--- src/hw/rtl/mfvn_pkg.sv ---
// ----------------------------------------------------------------------------
// mfvn_pkg
// Shared types and constants for the mesh face and vertex normal block.
// ----------------------------------------------------------------------------
package mfvn_pkg;

  // Fixed field widths.
  localparam int IDX_W    = 12;
  localparam int CNT_W    = 13;
  localparam int IN_W     = 16;
  localparam int OUT_W    = 16;
  localparam int ACC_W    = 44;
  localparam int ONE_Q14  = 16384;

  // Defaults for the top-level parameters.
  localparam int DEF_VERTEX_DEPTH = 4096;
  localparam int DEF_COORD_WIDTH  = 16;

  // Command modes.
  localparam logic [1:0] MODE_LOAD = 2'd0;
  localparam logic [1:0] MODE_FACE = 2'd1;
  localparam logic [1:0] MODE_READ = 2'd2;

  // Result kinds.
  localparam logic KIND_FACE   = 1'b0;
  localparam logic KIND_VERTEX = 1'b1;

  // Error codes.
  localparam logic [1:0] ERR_NONE  = 2'd0;
  localparam logic [1:0] ERR_INDEX = 2'd1;
  localparam logic [1:0] ERR_ZERO  = 2'd2;

  // Status of the normalizer toward the sequencer.
  typedef struct packed {
    logic done;
    logic zero;
  } norm_res_t;

endpackage

--- src/hw/rtl/mfvn_norm.sv ---
// ----------------------------------------------------------------------------
// mfvn_norm
// Iterative vector normalizer: scales, squares, takes an integer square root
// and divides each component, one step per cycle.
// ----------------------------------------------------------------------------
module mfvn_norm
  import mfvn_pkg::*;
#(
  parameter int NVW = 52
) (
  input  logic                  clk_i,
  input  logic                  rst_ni,
  input  logic                  start_i,
  input  logic signed [NVW-1:0] vx_i,
  input  logic signed [NVW-1:0] vy_i,
  input  logic signed [NVW-1:0] vz_i,
  output norm_res_t             res_o,
  output logic [OUT_W-1:0]      nx_o,
  output logic [OUT_W-1:0]      ny_o,
  output logic [OUT_W-1:0]      nz_o
);

  typedef enum logic [5:0] {
    N_IDLE  = 6'b000001,
    N_SHIFT = 6'b000010,
    N_SQ    = 6'b000100,
    N_SQADD = 6'b001000,
    N_ROOT  = 6'b010000,
    N_DIV   = 6'b100000
  } nstate_e;

  localparam logic [NVW-1:0] HI_LIM = NVW'(64'd1 << 30);
  localparam logic [NVW-1:0] LO_LIM = NVW'(64'd1 << 29);

  nstate_e           state_q, state_d;
  logic [NVW-1:0]    m_q [3];
  logic [NVW-1:0]    m_d [3];
  logic [2:0]        neg_q, neg_d;
  logic [1:0]        k_q, k_d;
  logic [59:0]       prod_q, prod_d;
  logic [61:0]       s_q, s_d, r_q, r_d, bit_q, bit_d;
  logic [47:0]       rem_q, rem_d;
  logic [15:0]       quo_q, quo_d;
  logic [3:0]        i_q, i_d;
  logic [OUT_W-1:0]  out_q [3];
  logic [OUT_W-1:0]  out_d [3];
  norm_res_t         res_q, res_d;

  logic [NVW-1:0]    top;
  logic [NVW-1:0]    m_cur;
  logic [62:0]       trial;
  logic [31:0]       len;
  logic [47:0]       dsh;
  logic              ge;
  logic [15:0]       qn;
  logic [15:0]       qc;
  logic [1:0]        k_nx;

  // Largest magnitude and the component under work.
  always_comb begin
    top = (m_q[0] > m_q[1]) ? m_q[0] : m_q[1];
    if (m_q[2] > top) top = m_q[2];
    case (k_q)
      2'd0:    m_cur = m_q[0];
      2'd1:    m_cur = m_q[1];
      default: m_cur = m_q[2];
    endcase
    trial = {1'b0, r_q} + {1'b0, bit_q};
    len   = r_q[31:0];
    dsh   = 48'(len) << i_q;
    ge    = rem_q >= dsh;
    qn    = ge ? (quo_q | (16'd1 << i_q)) : quo_q;
    qc    = (qn > 16'(ONE_Q14)) ? 16'(ONE_Q14) : qn;
    k_nx  = k_q + 2'd1;
  end

  // Sequencer of the normalizer.
  always_comb begin
    state_d = state_q;
    m_d     = m_q;
    neg_d   = neg_q;
    k_d     = k_q;
    prod_d  = prod_q;
    s_d     = s_q;
    r_d     = r_q;
    bit_d   = bit_q;
    rem_d   = rem_q;
    quo_d   = quo_q;
    i_d     = i_q;
    out_d   = out_q;
    res_d   = '{done: 1'b0, zero: res_q.zero};
    case (state_q)
      N_IDLE: begin
        if (start_i) begin
          m_d[0]  = vx_i[NVW-1] ? NVW'(-vx_i) : NVW'(vx_i);
          m_d[1]  = vy_i[NVW-1] ? NVW'(-vy_i) : NVW'(vy_i);
          m_d[2]  = vz_i[NVW-1] ? NVW'(-vz_i) : NVW'(vz_i);
          neg_d   = {vz_i[NVW-1], vy_i[NVW-1], vx_i[NVW-1]};
          state_d = N_SHIFT;
        end
      end
      N_SHIFT: begin
        // One bit of scaling per cycle until the top lies in [2^29, 2^30).
        if (top == '0) begin
          out_d   = '{default: '0};
          res_d   = '{done: 1'b1, zero: 1'b1};
          state_d = N_IDLE;
        end else if (top >= HI_LIM) begin
          for (int c = 0; c < 3; c++) m_d[c] = m_q[c] >> 1;
        end else if (top < LO_LIM) begin
          for (int c = 0; c < 3; c++) m_d[c] = m_q[c] << 1;
        end else begin
          k_d     = 2'd0;
          s_d     = '0;
          state_d = N_SQ;
        end
      end
      N_SQ: begin
        prod_d  = 60'(m_cur[29:0]) * 60'(m_cur[29:0]);
        state_d = N_SQADD;
      end
      N_SQADD: begin
        s_d = s_q + 62'(prod_q);
        if (k_q == 2'd2) begin
          r_d     = '0;
          bit_d   = 62'd1 << 60;
          state_d = N_ROOT;
        end else begin
          k_d     = k_nx;
          state_d = N_SQ;
        end
      end
      N_ROOT: begin
        // Restoring square root, one result bit per cycle.
        if (bit_q != '0) begin
          if ({1'b0, s_q} >= trial) begin
            s_d = s_q - trial[61:0];
            r_d = (r_q >> 1) + bit_q;
          end else begin
            r_d = r_q >> 1;
          end
          bit_d = bit_q >> 2;
        end else begin
          k_d     = 2'd0;
          rem_d   = (48'(m_q[0][29:0]) << 14) + 48'(len[31:1]);
          quo_d   = '0;
          i_d     = 4'd15;
          state_d = N_DIV;
        end
      end
      N_DIV: begin
        // Restoring division, one quotient bit per cycle.
        rem_d = ge ? rem_q - dsh : rem_q;
        quo_d = qn;
        i_d   = i_q - 4'd1;
        if (i_q == 4'd0) begin
          case (k_q)
            2'd0:    out_d[0] = neg_q[0] ? -qc : qc;
            2'd1:    out_d[1] = neg_q[1] ? -qc : qc;
            default: out_d[2] = neg_q[2] ? -qc : qc;
          endcase
          if (k_q == 2'd2) begin
            res_d   = '{done: 1'b1, zero: 1'b0};
            state_d = N_IDLE;
          end else begin
            k_d   = k_nx;
            quo_d = '0;
            i_d   = 4'd15;
            case (k_nx)
              2'd1:    rem_d = (48'(m_q[1][29:0]) << 14) + 48'(len[31:1]);
              default: rem_d = (48'(m_q[2][29:0]) << 14) + 48'(len[31:1]);
            endcase
          end
        end
      end
      default: state_d = N_IDLE;
    endcase
  end

  // Control registers.
  always_ff @(posedge clk_i or negedge rst_ni) begin
    if (!rst_ni) begin
      state_q <= N_IDLE;
      res_q   <= '0;
    end else begin
      state_q <= state_d;
      res_q   <= res_d;
    end
  end

  // Datapath registers.
  always_ff @(posedge clk_i) begin
    m_q    <= m_d;
    neg_q  <= neg_d;
    k_q    <= k_d;
    prod_q <= prod_d;
    s_q    <= s_d;
    r_q    <= r_d;
    bit_q  <= bit_d;
    rem_q  <= rem_d;
    quo_q  <= quo_d;
    i_q    <= i_d;
    out_q  <= out_d;
  end

  assign res_o = res_q;
  assign nx_o  = out_q[0];
  assign ny_o  = out_q[1];
  assign nz_o  = out_q[2];

endmodule

--- config.mk ---
export PLATFORM = sky130hd
export DESIGN_NAME = mfvn_norm
export DESIGN_NICKNAME = d
export VERILOG_FILES = /design/src/hw/rtl/mfvn_pkg.sv /design/src/hw/rtl/mfvn_norm.sv
export SDC_FILE = /design/constraint.sdc
export NUM_CORES = 2
export LEC_CHECK = 0
export ABC_CLOCK_PERIOD_IN_PS = 28300
export BUFFER_PORTS_ARGS = -buffer_cell sky130_fd_sc_hd__buf_2
export CELL_PAD_IN_SITES_DETAIL_PLACEMENT = 1
export CELL_PAD_IN_SITES_GLOBAL_PLACEMENT = 1
export CORE_ASPECT_RATIO = 0.75
export CORE_MARGIN = 4
export CORE_UTILIZATION = 55
export CTS_BUF_LIST = sky130_fd_sc_hd__clkbuf_8
export CTS_CLUSTER_DIAMETER = 60
export DETAILED_ROUTE_END_ITERATION = 7
export PLACE_DENSITY_LB_ADDON = 0.25
export SYNTH_ARGS = -nofsm -noshare
export SYNTH_HDL_FRONTEND = slang
export SYNTH_SLANG_ARGS = --single-unit
--- constraint.sdc ---
create_clock -name clk_i -period 28.3 [get_ports clk_i]
set_clock_uncertainty 0.05 [all_clocks]
set_input_delay 4.245 -clock clk_i [delete_from_list [all_inputs] [get_ports clk_i]]
set_output_delay 4.245 -clock clk_i [all_outputs]
set_load 0.01 [all_outputs]
# After elaboration in Yosys (flattened, before gate mapping)
# Index checks and enable logic that the tools add are counted.
[word_totals] ff_bits=531 input_bits=159 output_inout_bits=50 wordCells=160
[classes] n_addsub=14 mul=1 magnitude_cmp=7 n_eq_ne=26 shift=2 muxes=69 n_bitwise=1 n_reduce_logical=22
[op_table] operator="$mux 156" count=4
[op_table] operator="$mux 62" count=10
[op_table] operator="$pmux 156 s2" count=1
[op_table] operator="$mux 48" count=6
[op_table] operator="$mux 52" count=5
[op_table] operator="$pmux 62 s2" count=2
[op_table] operator="$pmux 48 s2" count=2
[op_table] operator="$pmux 62 s3" count=1
[op_table] operator="$mux 16" count=11
[op_table] operator="$neg 52->52" count=3
[op_table] operator="$add 44x31->45" count=3
[op_table] operator="$gt 52x52->1" count=2
[op_table] operator="$add 62x62->63" count=1
[op_table] operator="$ge 62x63->1" count=1
[op_table] operator="$add 61x62->62" count=1
[op_table] operator="$add 62x60->62" count=1
[op_table] operator="$reduce_bool 62->1" count=1
[op_table] operator="$sub 62x62->62" count=1
[op_table] operator="$mul 30x30->60" count=1
[op_table] operator="$pmux 30 s2" count=1
[op_table] operator="$ge 52x31->1 const B" count=1
[op_table] operator="$logic_not 52->1" count=1
[op_table] operator="$lt 52x30->1 const B" count=1
[op_table] operator="$ge 48x48->1" count=1
[op_table] operator="39 further kinds" count=80

# Longest topological paths before layout
[depth] ltp_word=10 ltp_mapped=38 ltp_nobuf=35

# Least setup slack after synthesis
# Ideal clock, no wire load.
[synth_timing] path_kind="register to register" startpoint="reg m_q[113] in the netlist's numbering" endpoint="reg m_q[0] in the netlist's numbering, enable pin" setup_ps=909 t_arrival_ps=16683 t_required_ps=27341 slack_ps=10659 path_stages_with_launch=26 n_path_buf=4 synth_period_minus_slack_ps=17641 path_cell_list="edfxtp_1 ha_1 a21o_1 a21o_1 a21oi_1 o21ai_0 a2111oi_0 nor3_1 nor2_1 buf_1 buf_1 mux2i_1 ha_1 a21o_1 a21o_1 a21o_1 a21oi_1 o211ai_1 a221oi_1 a21bo_2 nand2_1 mux2_2 clkbuf_1 clkbuf_1 nand3_1 a21boi_0"
[synth_between] elab_chain_cells=7
[synth_lines] element="start: declaration" line="mfvn_norm.sv:36" rtl="logic [NVW-1:0] m_q [3];"
[synth_lines] element="start signal: assignment" line="mfvn_norm.sv:193" rtl="m_q <= m_d;"
[synth_lines] element="$gt 52x52->1" line="mfvn_norm.sv:61" rtl="top = (m_q[0] > m_q[1]) ? m_q[0] : m_q[1];"
[synth_lines] element="$mux 52 *" line="mfvn_norm.sv:61"
[synth_lines] element="$gt 52x52->1" line="mfvn_norm.sv:62" rtl="if (m_q[2] > top) top = m_q[2];"
[synth_lines] element="$mux 52 *" line="mfvn_norm.sv:62"
[synth_lines] element="$ge 52x31->1, or another cell as far along" line="mfvn_norm.sv:108" rtl="end else if (top >= HI_LIM) begin"
[synth_lines] element="$ne 3x3->1 (no source line) or $ne 2x2->1 (tied branches)"
[synth_lines] element="$reduce_and 4->1 (no source line) *"
# Every way passes the cells marked *; elsewhere a longest branch is shown, timed or not.
# A chain may end at the register's enable or synchronous reset.

# Final worst setup path
[layout_timing] startpoint="reg k_q[1]" endpoint="reg prod_q[58], data pin"
[layout_between] elab_chain_cells=3
[layout_lines] element="start: declaration" line="mfvn_norm.sv:39" rtl="logic [1:0] k_q, k_d;"
[layout_lines] element="start signal: assignment" line="mfvn_norm.sv:195" rtl="k_q <= k_d;"
[layout_lines] element="$eq 2x1->1 or $logic_not 2->1 (tied branches)" line="mfvn_norm.sv:63" rtl="case (k_q)"
[layout_lines] element="$pmux 30 s2 *" line="mfvn_norm.sv:63"
[layout_lines] element="$mul 30x30->60 *" line="mfvn_norm.sv:119" rtl="prod_d = 60'(m_cur[29:0]) * 60'(m_cur[29:0]);"
[layout_lines] element="end signal: assignment" line="mfvn_norm.sv:196" rtl="prod_q <= prod_d;"
[layout_lines] element="end: declaration" line="mfvn_norm.sv:40" rtl="logic [59:0] prod_q, prod_d;"
# Marked as above.

==> PnR_summary.wiki <==
{| class="wikitable"
! Metric !! Value
|-
| Class of the worst hold path || reg2reg
|-
| Most frequent cells in the layout || 1002 x inv_1, 779 x nor2_1, 709 x fa_1, 667 x nand2_1, 632 x ha_1
|-
| Area share of and/or/nand/nor cells after synthesis || 15.3%
|-
| Count of cells resized by post-cts repair || 0
|-
| WP data arrival || around 12 ns
|-
| Fin nets || 9434
|-
| Final worst path period need || between 10 and 15 ns
|-
| Number of placed I/O pins || between 200 and 250
|-
| Largest stage delay on the critical path || 0.79 ns
|-
| Die Y-Extent || 318 um
|-
| Count of H-tree levels built during CTS || 3
|-
| Die area || roughly 130000 sq um
|-
| Destination of the critical timing path || prod_q[58]$_DFFE_PP_
|-
| Largest net degree at the start of global routing || 129
|-
| Antenna violations before repair || 12
|-
| Xor-xnor portion of the synthesized cell area || 6.42%
|-
| Fraction of the yosys area taken by sequential cells || a little over a fifth
|-
| Met3 GRT Util || 10.3%
|-
| Type of the worst setup path || reg2reg
|-
| Detailed placer's ending HPWL || 205000 um
|-
| Worst setup path startpoint || k_q[1]$_SDFFCE_PP0P_
|-
| Hold_buf cts || 0
|-
| Max-slew violation count || 0
|-
| Total number of vias || 63600
|-
| Hold Crit Start || res_o[0]$_DFFE_PN0P_
|-
| Largest fanout of any net on the critical path || 36
|-
| Proportion of netlist area held by the largest area contributor || 20.9%
|-
| Outcome || finished with violations
|-
| Total routing usage reported by global routing || 38.8%
|-
| Setup total negative slack || 0 ns
|-
| Total Routed Length || 265000 um
|-
| Number of maximum-capacitance violations || 0
|-
| Worst path slowest cell || clkinv_1
|-
| Req. time, crit path || 28.85 ns
|-
| Reg2reg start || k_q[1]$_SDFFCE_PP0P_
|-
| M2 GR Usage || between 50% and 60%
|-
| Highest clock frequency the design can meet || 87.5 MHz
|-
| Clock net sink count || 499
|-
| Leading cell type in the layout, fill and taps excluded || inv_1
|-
| Worst-case clock buffer depth || 3
|-
| Share of synthesized cell area in full adder, half adder and majority cells || 31.3%
|-
| Violations in the final reports || DRC
|-
| DRC || 1
|-
| Worst R2R End || prod_q[58]$_DFFE_PP_
|-
| Skew-Pair Late Insertion Delay || 0.86 ns
|-
| CTS buffer count || 93
|-
| Ratio of cells with drive above 1 in the final layout || 7.28%
|-
| Post-synth net total || 9416
|-
| Mapped Cells || 7915
|-
| Global-route wire length before repair || between 400000 and 500000 um
|-
| Cell type with the largest total area after synthesis || edfxtp_1
|-
| Worst slew margin relative to its limit || 18.8%
|-
| Grt met1 use || 53.1%
|-
| Internal reg-to-reg setup slack || ~17 ns
|-
| Clock transition at the register clock pins on the worst setup and hold paths after CTS || 0.07 ns
|-
| Global routing's busiest layer || met2
|-
| Routability-driven placement congestion ratio || 0.996
|-
| Layout area overhead || 6.14%
|-
| Dominant combinational cell family by area after synthesis || adder cells
|-
| Async SR Flop Fraction || 1.60%
|-
| RSZ-0062 raised after global routing || no
|-
| Crit end category || flop
|-
| Area contributors post-synth || edfxtp_1 21%, fa_1 20%, ha_1 11%, inv_1 5.2%, nor2_1 4.2%
|-
| Startpoint Class || flop
|-
| Final count of hold timing violations || 0
|-
| Count of flip-flops with a built-in enable after synthesis || roughly 500
|-
| Initial core utilization || 55.6%
|-
| Slew @ Worst Pin || 1.22 ns
|-
| Core footprint || between 100000 and 150000 sq um
|-
| Overflow left after global routing || 0
|-
| Number of nets still failing antenna checks after routing || 0
|-
| Mean post-synth cell area || 8.92 sq um
|-
| Routed wirelength normalized by instance count || between 20 and 30 um
|-
| Number of warnings reported in the yosys synthesis log || 0
|-
| Number of cell instances on the worst register-to-register path || 34
|-
| Number of global-route vias before repair || 67300
|-
| Flip-flop cell with the highest count after synthesis || edfxtp_1
|-
| Layout fillers || 14800
|-
| Compound-gate portion of the synthesized area || 15.4%
|-
| Flops & latches, synth || approximately 500
|-
| Via/cell ratio || 6.57
|-
| Die X || 422 um
|-
| Total number of placement rows || 113
|-
| Clock tree from TritonCTS || built
|-
| Proportion of synthesized area in mux cells || 3.09%
|-
| Total standard cell area after synthesis || roughly 71000 sq um
|-
| Port buffer count || between 200 and 250
|-
| Synth unique cells || 85
|-
| Final Cycle Share || 40.4%
|-
| Finish-stage setup viols || 0
|-
| DR iter-0 viols || 7251
|-
| Total iterations of the first detailed-routing run || 8
|-
| Setup fix buffers added after clock tree synthesis || 0
|-
| Clock root buffer master || clkbuf_8
|}
-- cell families (layout without fill, tap and decap cells) --
group / count (synthesis) / in the layout
XOR/XNOR: 516 / 516
buffers and inverters: 1368 / 1459
other: 0 / 14
multiplexers: 187 / 187
AND/OR/NAND/NOR: 2349 / 2349
flip-flops: 499 / 499
AO/OA/AOI/OAI: 1654 / 1654
adder cells (fa/ha/maj): 1342 / 1342
-- cell type report --
cell class / count / area, sq um / area share [%]
diodes: 14 / 35.0 / 0.0467
flip-flops and latches: 499 / 14900 / 19.9
well taps: 1667 / 2090 / 2.78
repair buffers: 304 / 1760 / 2.35
clock buffers: 93 / 1280 / 1.71
clock inverters: 75 / 477 / 0.636
multi-input cells: 6048 / 50700 / 67.6
inverters: 987 / 3710 / 4.94
-- critical path, delay by kind of cell (launching register included) --
family	cells	cell delay, ns
adder cells (fa/ha/maj)	10	4.65
buffers and inverters	11	1.83
AO/OA/AOI/OAI	8	2.55
XOR/XNOR	1	0.10
flip-flops	1	0.36
AND/OR/NAND/NOR	4	1.62
-- per-layer routing --
layer  up-vias  wire, um
li1      27500         -
met2      3352    116000
met4        10     11500
met1     32000    109000
met5         -        69
met3       756     29000
-- synth_stat cells (12+ instances only) --
master	number
nor4_1	81
clkbuf_1	342
a311oi_1	43
buf_1	38
mux2i_1	119
mux2_2	48
a221oi_1	101
nor3_1	218
fa_1	709
nand3_1	101
a31oi_1	94
a2111oi_0	13
mux4_2	20
o21bai_1	49
o41ai_1	19
clkinv_1	13
and3_1	48
o21ai_0	359
nor2_1	783
nand2b_1	52
a21oi_1	401
o21a_1	42
o22ai_1	13
a211oi_1	73
edfxtp_1	491
nand2_1	669
o211ai_1	26
xnor2_1	248
nand4_1	94
a22o_1	32
o31ai_1	73
a21o_1	169
a31o_2	20
a21boi_0	23
and2_1	61
nor3b_1	15
or4_1	40
ha_1	633
inv_1	974
xor2_1	267
a22oi_1	12
or2_2	28
nor2b_1	54
or3_1	63
-- stage by stage --
stage	cells	instance area [sq um]	hold WS (ns)	util, %	setup slack [ns]
after floorplan	7915	70600	0.435	-	10.66
after global placement	9505	73200	0.410	57.6	17.60
after detailed placement	9505	73200	0.422	57.6	17.04
after CTS	9673	74900	0.437	58.9	17.08
after global routing	9680	74900	0.466	59.0	16.38
final	9687	75000	0.436	59.0	16.87
-- worst min-delay path by stage --
stage / to / depth (start not counted)
global placement: res_o[0]$_DFFE_PN0P_ / 2
finish: res_o[0]$_DFFE_PN0P_ / 2
CTS: res_o[0]$_DFFE_PN0P_ / 2
global route: res_o[0]$_DFFE_PN0P_ / 2
detailed placement: res_o[0]$_DFFE_PN0P_ / 2
floorplan: state_q[3]$_DFFE_PN0P_ / 1
-- registers in the layout, summed over array words and instances, names as in the netlist --
register,count
rem_q,48
res_o,2
m_q,156
neg_q,3
nz_o,16
s_q,62
prod_q,59
k_q,2
nx_o,16
i_q,4
r_q,62
quo_q,16
ny_o,16
state_q,6
bit_q,31
Power is left out: the tool's default activity adds up to more than one toggle a clock period on the data nets, which glitch-free logic cannot reach.
